[src/hdl/p31h_pkg.sv]
// shared constants, register codes and the byte fold for the base-31 string hash
// no dependencies
`default_nettype none

package p31h_pkg;

  localparam int HASH_W  = 32;
  localparam int BYTE_W  = 8;
  localparam int CFG_IDX_W = 2;

  localparam logic [CFG_IDX_W-1:0] REG_SEED      = 2'd0;
  localparam logic [CFG_IDX_W-1:0] REG_RANGE_MAX = 2'd1;
  localparam logic [CFG_IDX_W-1:0] REG_RANGE_MIN = 2'd2;

  localparam logic [HASH_W-1:0] SEED_RST      = 32'd12345;
  localparam logic [HASH_W-1:0] RANGE_MAX_RST = 32'd100;
  localparam logic [HASH_W-1:0] RANGE_MIN_RST = 32'd1;

  typedef logic [HASH_W-1:0] hash_t;

  // h*31 + sign-extended byte, modulo 2^32
  function automatic hash_t fold_byte(input hash_t h, input logic [BYTE_W-1:0] b);
    hash_t ext;
    hash_t times31;
    ext     = {{(HASH_W-BYTE_W){b[BYTE_W-1]}}, b};
    times31 = (h << 5) - h;
    return times31 + ext;
  endfunction

endpackage

`default_nettype wire

[src/hdl/p31h_div.sv]
// iterative restoring divider, one remainder bit per cycle, remainder output only
// depends on nothing but its parameter
`default_nettype none

module p31h_div #(
  parameter int Width = 32
) (
  input  wire logic             clk,
  input  wire logic             rst_n,
  input  wire logic             start,
  input  wire logic [Width-1:0] dividend,
  input  wire logic [Width-1:0] divisor,
  output logic                  done,
  output logic [Width-1:0]      remainder
);

  localparam int CntW = $clog2(Width + 1);
  localparam logic [CntW-1:0] Steps = CntW'(Width);

  logic              busy_r, busy_nxt;
  logic              done_r, done_nxt;
  logic [CntW-1:0]   cnt_r, cnt_nxt;
  logic [Width-1:0]  rem_r, rem_nxt;
  logic [Width-1:0]  quo_r, quo_nxt;
  logic [Width-1:0]  dvs_r, dvs_nxt;
  logic [Width:0]    shifted;
  logic [Width:0]    trial;

  assign shifted = {rem_r, quo_r[Width-1]};
  assign trial   = shifted - {1'b0, dvs_r};

  always_comb begin
    busy_nxt = busy_r;
    done_nxt = 1'b0;
    cnt_nxt  = cnt_r;
    rem_nxt  = rem_r;
    quo_nxt  = quo_r;
    dvs_nxt  = dvs_r;
    if (start) begin
      busy_nxt = 1'b1;
      cnt_nxt  = Steps;
      rem_nxt  = '0;
      quo_nxt  = dividend;
      dvs_nxt  = divisor;
    end else if (busy_r) begin
      rem_nxt = trial[Width] ? shifted[Width-1:0] : trial[Width-1:0];
      quo_nxt = quo_r << 1;
      cnt_nxt = cnt_r - CntW'(1);
      if (cnt_r == CntW'(1)) begin
        busy_nxt = 1'b0;
        done_nxt = 1'b1;
      end
    end
  end

  always_ff @(posedge clk) begin
    if (!rst_n) begin
      busy_r <= 1'b0;
      done_r <= 1'b0;
      cnt_r  <= '0;
    end else begin
      busy_r <= busy_nxt;
      done_r <= done_nxt;
      cnt_r  <= cnt_nxt;
    end
  end

  always_ff @(posedge clk) begin
    rem_r <= rem_nxt;
    quo_r <= quo_nxt;
    dvs_r <= dvs_nxt;
  end

  assign done      = done_r;
  assign remainder = rem_r;

endmodule

`default_nettype wire

[src/hdl/poly31_string_hash_range_top.sv]
// base-31 polynomial string hash with range reduction, top level and sequencer
// depends on p31h_pkg and p31h_div
`default_nettype none

// usage:
//   in_*  carries one string byte per transfer; in_tlast marks the final byte.
//   out_* carries one result per string: the hash, reduced into
//   [range_min, range_max] when it falls outside, and a fault flag in
//   out_tuser when it falls outside and the modulus
//   range_max-range_min+1 wraps to zero.
//   cfg_* writes seed (index 0), range_max (1), range_min (2); the user
//   must do so only while idle, as the block does not enforce it.
// timing:
//   a byte without tlast is folded in the cycle it is accepted; in_tready
//   stays high, so such bytes stream at one per cycle.
//   a last byte passes ST_CHECK (bounds check), then, if reduction is
//   needed, ST_DIV in the restoring divider (one remainder bit per
//   cycle), then ST_EMIT, which loads the output register. in_tready is
//   low from the last byte's transfer until that load.
//   reset clears the handshake state, restores register defaults and
//   starts a new string. when out_tready is low the result waits in the
//   output register; a following string's bytes are still accepted, and
//   its last byte waits for the output register before it is delivered.
module poly31_string_hash_range_top (
  input  wire logic                          clk,
  input  wire logic                          rst_n,
  input  wire logic                          in_tvalid,
  output logic                               in_tready,
  input  wire logic [p31h_pkg::BYTE_W-1:0]   in_tdata,   // byte_value
  input  wire logic                          in_tlast,
  output logic                               out_tvalid,
  input  wire logic                          out_tready,
  output logic [p31h_pkg::HASH_W-1:0]        out_tdata,  // hash_value
  output logic                               out_tuser,  // divide_fault
  input  wire logic                          cfg_we,
  input  wire logic [p31h_pkg::CFG_IDX_W-1:0] cfg_index,
  input  wire logic [p31h_pkg::HASH_W-1:0]   cfg_data
);

  import p31h_pkg::*;

  localparam logic [1:0] ST_IDLE  = 2'd0;
  localparam logic [1:0] ST_CHECK = 2'd1;
  localparam logic [1:0] ST_DIV   = 2'd2;
  localparam logic [1:0] ST_EMIT  = 2'd3;

  logic [1:0] state_r, state_nxt;
  hash_t      seed_r, range_max_r, range_min_r;
  hash_t      hash_r, hash_nxt;
  logic       start_r, start_nxt;
  hash_t      res_r, res_nxt;
  logic       fault_r, fault_nxt;
  logic       out_vld_r, out_vld_nxt;
  hash_t      out_data_r, out_data_nxt;
  logic       out_fault_r, out_fault_nxt;

  logic       in_xfer;
  hash_t      modulus;
  logic       out_of_range;
  logic       div_start;
  logic       div_done;
  hash_t      div_rem;

  assign in_tready    = (state_r == ST_IDLE);
  assign in_xfer      = in_tvalid && in_tready;
  assign modulus      = range_max_r - range_min_r + hash_t'(1);
  assign out_of_range = (hash_r > range_max_r) || (hash_r < range_min_r);

  p31h_div #(
    .Width (HASH_W)
  ) u_div (
    .clk       (clk),
    .rst_n     (rst_n),
    .start     (div_start),
    .dividend  (hash_r),
    .divisor   (modulus),
    .done      (div_done),
    .remainder (div_rem)
  );

  always_comb begin
    state_nxt     = state_r;
    hash_nxt      = hash_r;
    start_nxt     = start_r;
    res_nxt       = res_r;
    fault_nxt     = fault_r;
    out_vld_nxt   = out_vld_r;
    out_data_nxt  = out_data_r;
    out_fault_nxt = out_fault_r;
    div_start     = 1'b0;

    if (out_vld_r && out_tready) begin
      out_vld_nxt = 1'b0;
    end

    unique case (state_r)
      ST_IDLE: begin
        if (in_xfer) begin
          hash_nxt  = fold_byte(start_r ? seed_r : hash_r, in_tdata);
          start_nxt = in_tlast;
          if (in_tlast) begin
            state_nxt = ST_CHECK;
          end
        end
      end
      ST_CHECK: begin
        res_nxt   = hash_r;
        fault_nxt = 1'b0;
        if (!out_of_range) begin
          state_nxt = ST_EMIT;
        end else if (modulus == '0) begin
          fault_nxt = 1'b1;
          state_nxt = ST_EMIT;
        end else begin
          div_start = 1'b1;
          state_nxt = ST_DIV;
        end
      end
      ST_DIV: begin
        if (div_done) begin
          res_nxt   = div_rem + range_min_r;
          state_nxt = ST_EMIT;
        end
      end
      ST_EMIT: begin
        if (!out_vld_r || out_tready) begin
          out_vld_nxt   = 1'b1;
          out_data_nxt  = res_r;
          out_fault_nxt = fault_r;
          state_nxt     = ST_IDLE;
        end
      end
      default: begin
        state_nxt = ST_IDLE;
      end
    endcase
  end

  always_ff @(posedge clk) begin
    if (!rst_n) begin
      state_r     <= ST_IDLE;
      start_r     <= 1'b1;
      out_vld_r   <= 1'b0;
      seed_r      <= SEED_RST;
      range_max_r <= RANGE_MAX_RST;
      range_min_r <= RANGE_MIN_RST;
    end else begin
      state_r   <= state_nxt;
      start_r   <= start_nxt;
      out_vld_r <= out_vld_nxt;
      if (cfg_we) begin
        unique case (cfg_index)
          REG_SEED:      seed_r      <= cfg_data;
          REG_RANGE_MAX: range_max_r <= cfg_data;
          REG_RANGE_MIN: range_min_r <= cfg_data;
          default: ;
        endcase
      end
    end
  end

  always_ff @(posedge clk) begin
    hash_r      <= hash_nxt;
    res_r       <= res_nxt;
    fault_r     <= fault_nxt;
    out_data_r  <= out_data_nxt;
    out_fault_r <= out_fault_nxt;
  end

  assign out_tvalid = out_vld_r;
  assign out_tdata  = out_data_r;
  assign out_tuser  = out_fault_r;

endmodule

`default_nettype wire
[config.mk]
export PLATFORM = sky130hd
export DESIGN_NAME = poly31_string_hash_range_top
export DESIGN_NICKNAME = d
export VERILOG_FILES = /design/src/hdl/p31h_pkg.sv /design/src/hdl/p31h_div.sv /design/src/hdl/poly31_string_hash_range_top.sv
export SDC_FILE = /design/constraint.sdc
export NUM_CORES = 1
export LEC_CHECK = 0
export ABC_AREA = 0
export ABC_CLOCK_PERIOD_IN_PS = 6600
export BUFFER_PORTS_ARGS = -buffer_cell sky130_fd_sc_hd__buf_4
export CAP_MARGIN = 25
export CORE_MARGIN = 2
export CORE_UTILIZATION = 56
export DETAILED_ROUTE_END_ITERATION = 10
export PLACE_DENSITY = 0.73
export SYNTH_ARGS = -nofsm -noshare
export SYNTH_HDL_FRONTEND = slang
export SYNTH_SLANG_ARGS = --single-unit
export TNS_END_PERCENT = 100
[constraint.sdc]
create_clock -name clk -period 6.6 [get_ports clk]
set_clock_uncertainty 0.05 [all_clocks]
set_input_delay 0.33 -clock clk [delete_from_list [all_inputs] [get_ports clk]]
set_output_delay 0.33 -clock clk [all_outputs]
set_load 0.02 [all_outputs]
# Word-level counts from Yosys, hierarchy flattened
# Index checks and enable logic that the tools add are counted.
[totals]
register_bits = 302
latchBits = 0
ram_bits = 0
rom_bits = 0
input_bits = 48
output_inout_bits = 35
elab_cells = 84
n_memories = 0
[op_classes]
addsub = 7
multipliers = 0
div_mod_pow = 0
magnitude_cmp = 2
eq_ne = 10
shift = 0
mux = 26
n_bitwise = 2
n_reduce_logical = 19
[op_table]
columns = ["op", "count"]
rows = [
  ["$mux 32", 5],
  ["$add 32x32->32", 2],
  ["$pmux 32 s2", 1],
  ["$sub 32x32->32", 2],
  ["$sub 33x32->33", 1],
  ["$add 32x1->32 const B", 1],
  ["$gt 32x32->1", 1],
  ["$logic_not 32->1", 1],
  ["$lt 32x32->1", 1],
  ["$mux 1", 13],
  ["$mux 6", 2],
  ["$reduce_and 2->1", 6],
  ["$mux 2", 4],
  ["$pmux 2 s4", 1],
  ["$eq 2x2->1 const B", 3],
  ["$eq 6x1->1 const B", 1],
  ["$ne 2x1->1 const B", 3],
  ["$sub 6x1->6 const B", 1],
  ["$eq 2x1->1 const B", 2],
  ["$logic_not 2->1", 2],
  ["$reduce_and 4->1", 1],
  ["$reduce_bool 2->1", 2],
  ["$reduce_or 3->1", 1],
  ["$logic_and 1x1->1", 2],
  ["other kinds (5)", 7],
]

# Depth between registers and ports, before layout
[logic_depth]
ltp_word = 7
depth_mapped = 20

# By module
# Synthesis repeated with hierarchy kept, for this count alone.
[hier_totals]
cells_unflattened = 2224
area_unflattened_um2 = 20930.1
[by_module_without_submodules]
columns = ["module", "instances", "cells_per_inst", "area_per_inst_um2", "seq_area_each_um2"]
rows = [
  ["poly31_string_hash_range_top", 1, 1631, 14915.6, 4944.7],
  ["p31h_div", 1, 593, 6014.5, 2722.6],
]

# Worst setup path before layout
# Ideal clock, no wire load.
[synth_path]
kind = "flip-flop to flip-flop"
from = "reg range_max_r[1]"
to = "reg u_div.quo_r[0], enable pin"
arrival_time_ns = 4.721
t_required_ns = 6.143
slack_ns = 1.422
stages_incl_launch_ff = 18
n_path_buf = 2
period_less_slack_ns = 5.178
path_cell_list = "dfxtp_1 -> inv_1 -> ha_1 -> inv_1 -> ha_1 -> fa_1 -> xor2_1 -> or4_1 -> nor4_1 -> nand3_1 -> or3_1 -> and4bb_1 -> or4b_1 -> or4_1 -> o211a_1 -> buf_6 -> buf_6 -> or2_1"
[synth_via]
elab_chain_len = 7
elab_cells_between_ends = 9
classes_between = "add/sub (2); order compare (1); mux (3); reduce/logical (3)"
[synth_lines]
columns = ["element", "line", "source"]
rows = [
  ["start: declaration", "poly31_string_hash_range_top.sv:48", "hash_t seed_r, range_max_r, range_min_r;"],
  ["start signal: assignment", "poly31_string_hash_range_top.sv:154", "REG_RANGE_MAX: range_max_r <= cfg_data;"],
  ["$sub 32x32->32", "poly31_string_hash_range_top.sv:66", "assign modulus = range_max_r - range_min_r + hash_t'(1);"],
  ["$add 32x1->32", "poly31_string_hash_range_top.sv:66", ""],
  ["named net modulus[3]", "poly31_string_hash_range_top.sv:58", "hash_t modulus;"],
  ["$logic_not 32->1", "poly31_string_hash_range_top.sv:111", "end else if (modulus == '0) begin"],
  ["$mux 1", "poly31_string_hash_range_top.sv:111", ""],
  ["$mux 1", "poly31_string_hash_range_top.sv:109", "if (!out_of_range) begin"],
  ["$mux 1", "poly31_string_hash_range_top.sv:96", "unique case (state_r)"],
  ["$reduce_bool 2->1 (no source line)", "-", ""],
  ["end signal: assignment", "p31h_div.sv:70", "quo_r <= quo_nxt;"],
  ["end: declaration", "p31h_div.sv:24", "logic [Width-1:0] quo_r, quo_nxt;"],
]
# The timed path passes the listed nets, and every way through them passes these cells.
# A chain may end at the register's enable or synchronous reset.

# Final worst setup path
[layout_path]
from = "reg range_max_r[1]"
to = "reg u_div.rem_r[15], in the netlist u_div.remainder[15]"
[layout_via]
elab_chain_len = 6
elab_cells_between_ends = 8
classes_between = "add/sub (2); order compare (1); mux (3); reduce/logical (2)"
[layout_lines]
columns = ["element", "line", "source"]
rows = [
  ["$sub 32x32->32", "poly31_string_hash_range_top.sv:66", ""],
  ["$add 32x1->32", "poly31_string_hash_range_top.sv:66", ""],
  ["named net modulus[7]", "poly31_string_hash_range_top.sv:58", ""],
  ["$logic_not 32->1", "poly31_string_hash_range_top.sv:111", ""],
  ["$mux 1", "poly31_string_hash_range_top.sv:111", ""],
  ["$mux 1", "poly31_string_hash_range_top.sv:109", ""],
  ["$mux 1", "poly31_string_hash_range_top.sv:96", ""],
  ["end signal: assignment", "p31h_div.sv:69", "rem_r <= rem_nxt;"],
  ["end: declaration", "p31h_div.sv:23", "logic [Width-1:0] rem_r, rem_nxt;"],
]
# The timed path passes the listed nets, and every way through them passes these cells.

==> out/metrics.cfg <==
[status]
run_status=completed

[drt]
wl_per_cell_um=18.99
viasPerCell=5.893
remaining_drc_errors=0
vias=16400
final_antenna_net_count=0
drt_first_pass_iters=8
totalWireLength_um=52860
drtIter0Drc=1231

[clocking]
clockRootBuffer=clkbuf_16
clock_path_buffers=3
htreeDepth=2
clock_latency_ns=0.53
cts_hold_buf=2
cts_buffers=35
cts_tree=yes
clk_pin_slew_worst_paths_ns=0.06
numClockSinks=302
post-cts-setup-buffers=0
cts_resized=0

[final_layout]
area_growth_pct=11.14
fillers=3031
diodes=0
final_cell_area_mm2=0.02318
fin_nets=2594
final_util_pct=63.32
drive_gt1_share_pct=10.45

[floorplanning]
die_w_um=197.0
die_h_um=197.0
start_util_pct=56.98
die-area_mm2=0.03881
pin_count=83
fp-row-count=70
design.core.area_mm2=0.03661

[logic_synthesis]
synth-edff-count=162
syn-mean-instance-area_um2=9.366
seq_area_frac_synth_pct=36.76
ys_seq_elements=302
syn_nets=2533
synth_ff_type=edfxtp_1
syn_inst=2227
synth_area_mm2=0.02086
synth_area_leaders=edfxtp_1, ha_1, dfxtp_1
ys_types=73
yosysWarningCount=0
synthArstFlopShare_pct=0
netlist.area_leader.share_pct=23.32
synth_top_area_cell=edfxtp_1

[sta]
finalCritPeriodShare_pct=80.73
hold_ws_ns=0.01767
drv_slew=0
fin_crit_ns=5.328
finalSetupViolations=0
slew-limit-headroom_pct=32.61
hold_violations=0
fmax_mhz=187.7
grt_setup_unrepaired=no
tightest_slew_ns=0.9853
tns_ns=0

[power_and_ir_drop]
vdd_drop_max_mv=0.2605
power.share.combinational_pct=47.9
power_density_mw_per_mm2=451.6
swShare_pct=39.91
switchingPower_mw=4.178
pwr-share-clk_pct=19.8
finalPower_mw=10.47
p_int_mw=6.291
leakagePower_nw=9.942
power_frac_seq_pct=32.3

[placed_design]
gp_congestion=0.9161
io_buffers=82
placed_cell_area_mm2=0.02191
dp_hpwl_um=40230

[setup_path]
criticalPathCategory=reg2reg
critPathLaunchType=flip-flop
worstSetupEndpointType=flip-flop
regToRegSetupSlack_ns=1.27
worstPathRequired_ns=6.97
r2r_end=u_div.remainder[15]$_SDFFE_PP0P_
reg2reg_depth=17
critical_path.max_fanout=72
cp.arrival_ns=5.69
worstReg2RegStart=range_max_r[1]$_SDFFE_PN0P_

[global_routing]
grt.overflow.total=0
antenna_found_initial=2
grt_pass1_vias=16150
grt_max_degree=109
grt_pass1_wl_um=85220
grt_use_total_pct=27.75

[hold_path]
hold_end=seed_r[3]$_SDFFE_PN1P_
hp-start=cfg_data[3]
min_path_cells=3
hold_class=in2reg

[flow_run]
drv_cap=0

## per-stage QoR
step	cells	setup WS [ns]
floorplan	2227	1.422
CTS	2783	1.228
global route	2783	0.9325
finish	2783	1.272
global placement	2716	1.315
detailed placement	2717	1.275
## cells in the final DEF (no fill, tap or decap), types with 10 or more instances in the layout
cell,instances
buf_4,94
nand2b_1,17
o21bai_1,21
and2_1,12
mux2i_1,39
nand3_1,30
clkbuf_16,38
a211oi_1,40
fa_1,30
edfxtp_1,162
a31oi_1,12
nand2_1,268
inv_1,215
a21o_1,60
nor2_1,142
nor2b_1,20
o21a_1,30
xor2_1,29
nor3_1,30
nor4_1,11
mux2_4,16
o21ai_0,67
a21oi_1,135
dfxtp_1,138
xnor2_1,76
mux2_2,45
and3_1,18
ha_1,228
nand4_1,22
o211ai_1,14
or3_1,10
a21boi_0,92
## critical path, cell delays in order (launching register included)
cell       delay (ns)
dfxtp_1          0.33
inv_1            0.06
ha_1             0.27
inv_1            0.04
ha_1             0.23
fa_1             0.40
a21oi_1          0.31
o2111ai_1        0.19
xor2_1           0.18
nor4_1           0.20
nand3_1          0.14
or3_1            0.35
and4bb_1         0.24
or4b_1           0.45
or4_1            0.55
o211a_4          0.43
buf_4            0.46
a211oi_1         0.29
## metal layers
layer | wire, um | global-route usage (%) | vias up
met2 | 24090 | 44.99 | 484
met5 | 0 | 0 | -
met1 | 24560 | 39.98 | 7827
met3 | 3273 | 3.285 | 71
met4 | 948 | 6.126 | 0
li1 | - | - | 8018
## sequential cells by signal (all words and copies together), names as in the netlist
register         count
start_r              1
range_min_r         32
fault_r              1
u_div.remainder     32
out_tvalid           1
u_div.busy_r         1
hash_r              32
u_div.done           1
u_div.dvs_r         32
res_r               32
out_tdata           32
out_tuser            1
u_div.quo_r         32
range_max_r         32
seed_r              32
state_r              2
u_div.cnt_r          6
## cells by family after synthesis
| family | count (synthesis) | synth area share, % |
|---|---|---|
| AOI/OAI and AO/OA | 552 | 17.86 |
| xor gates and xnor gates | 106 | 4.451 |
| adders and majority gates | 258 | 16.56 |
| buffers and inverters | 290 | 5.399 |
| DFF | 302 | 36.76 |
| muxes | 100 | 5.453 |
| and+or+nand+nor | 619 | 13.52 |
## cell usage after synthesis, types with 39 or more instances
cell	count
a211oi_1	40
a21boi_0	92
a21o_1	60
a21oi_1	135
clkbuf_1	58
dfxtp_1	140
edfxtp_1	162
ha_1	228
inv_1	216
mux2_2	45
mux2i_1	39
nand2_1	268
nor2_1	143
o21ai_0	67
xnor2_1	77
## worst max-delay path by stage
stage	start	endpoint	slack [ns]	cells after the start
after floorplan	range_max_r[1]$_SDFFE_PN0P_	u_div.quo_r[0]$_SDFFCE_PN0P_	1.42	17
after global placement	range_max_r[1]$_SDFFE_PN0P_	u_div.busy_r$_SDFF_PN0_	1.31	16
after detailed placement	range_max_r[1]$_SDFFE_PN0P_	u_div.remainder[15]$_SDFFE_PP0P_	1.28	16
after CTS	range_max_r[1]$_SDFFE_PN0P_	u_div.remainder[15]$_SDFFE_PP0P_	1.23	16
after global routing	range_max_r[1]$_SDFFE_PN0P_	u_div.remainder[31]$_SDFFE_PP0P_	0.93	17
final	range_max_r[1]$_SDFFE_PN0P_	u_div.remainder[15]$_SDFFE_PP0P_	1.27	17
## power by group through the flow
| stage | clock (mW) | sequential (mW) | combinational (mW) |
|---|---|---|---|
| after floorplan | 0 | 3.12 | 3.90 |
| after global placement | 0 | 3.38 | 4.80 |
| after detailed placement | 0 | 3.40 | 4.95 |
| after CTS | 2.11 | 3.36 | 4.99 |
| after global routing | 2.18 | 3.43 | 5.63 |
| final | 2.08 | 3.38 | 5.02 |
## cell type report
cell class | count | area (um^2) | share of cell area, %
Clock inverter | 17 | 242.7 | 1.047
Sequential cell | 302 | 7670 | 33.09
Timing Repair Buffer | 98 | 773.2 | 3.335
Inverter | 216 | 810.8 | 3.497
Clock buffer | 47 | 1005 | 4.334
Multi-Input combinational cell | 1635 | 12100 | 52.18
Tap cell | 468 | 585.6 | 2.526
Note: power is estimated with default switching activity, not from simulation.
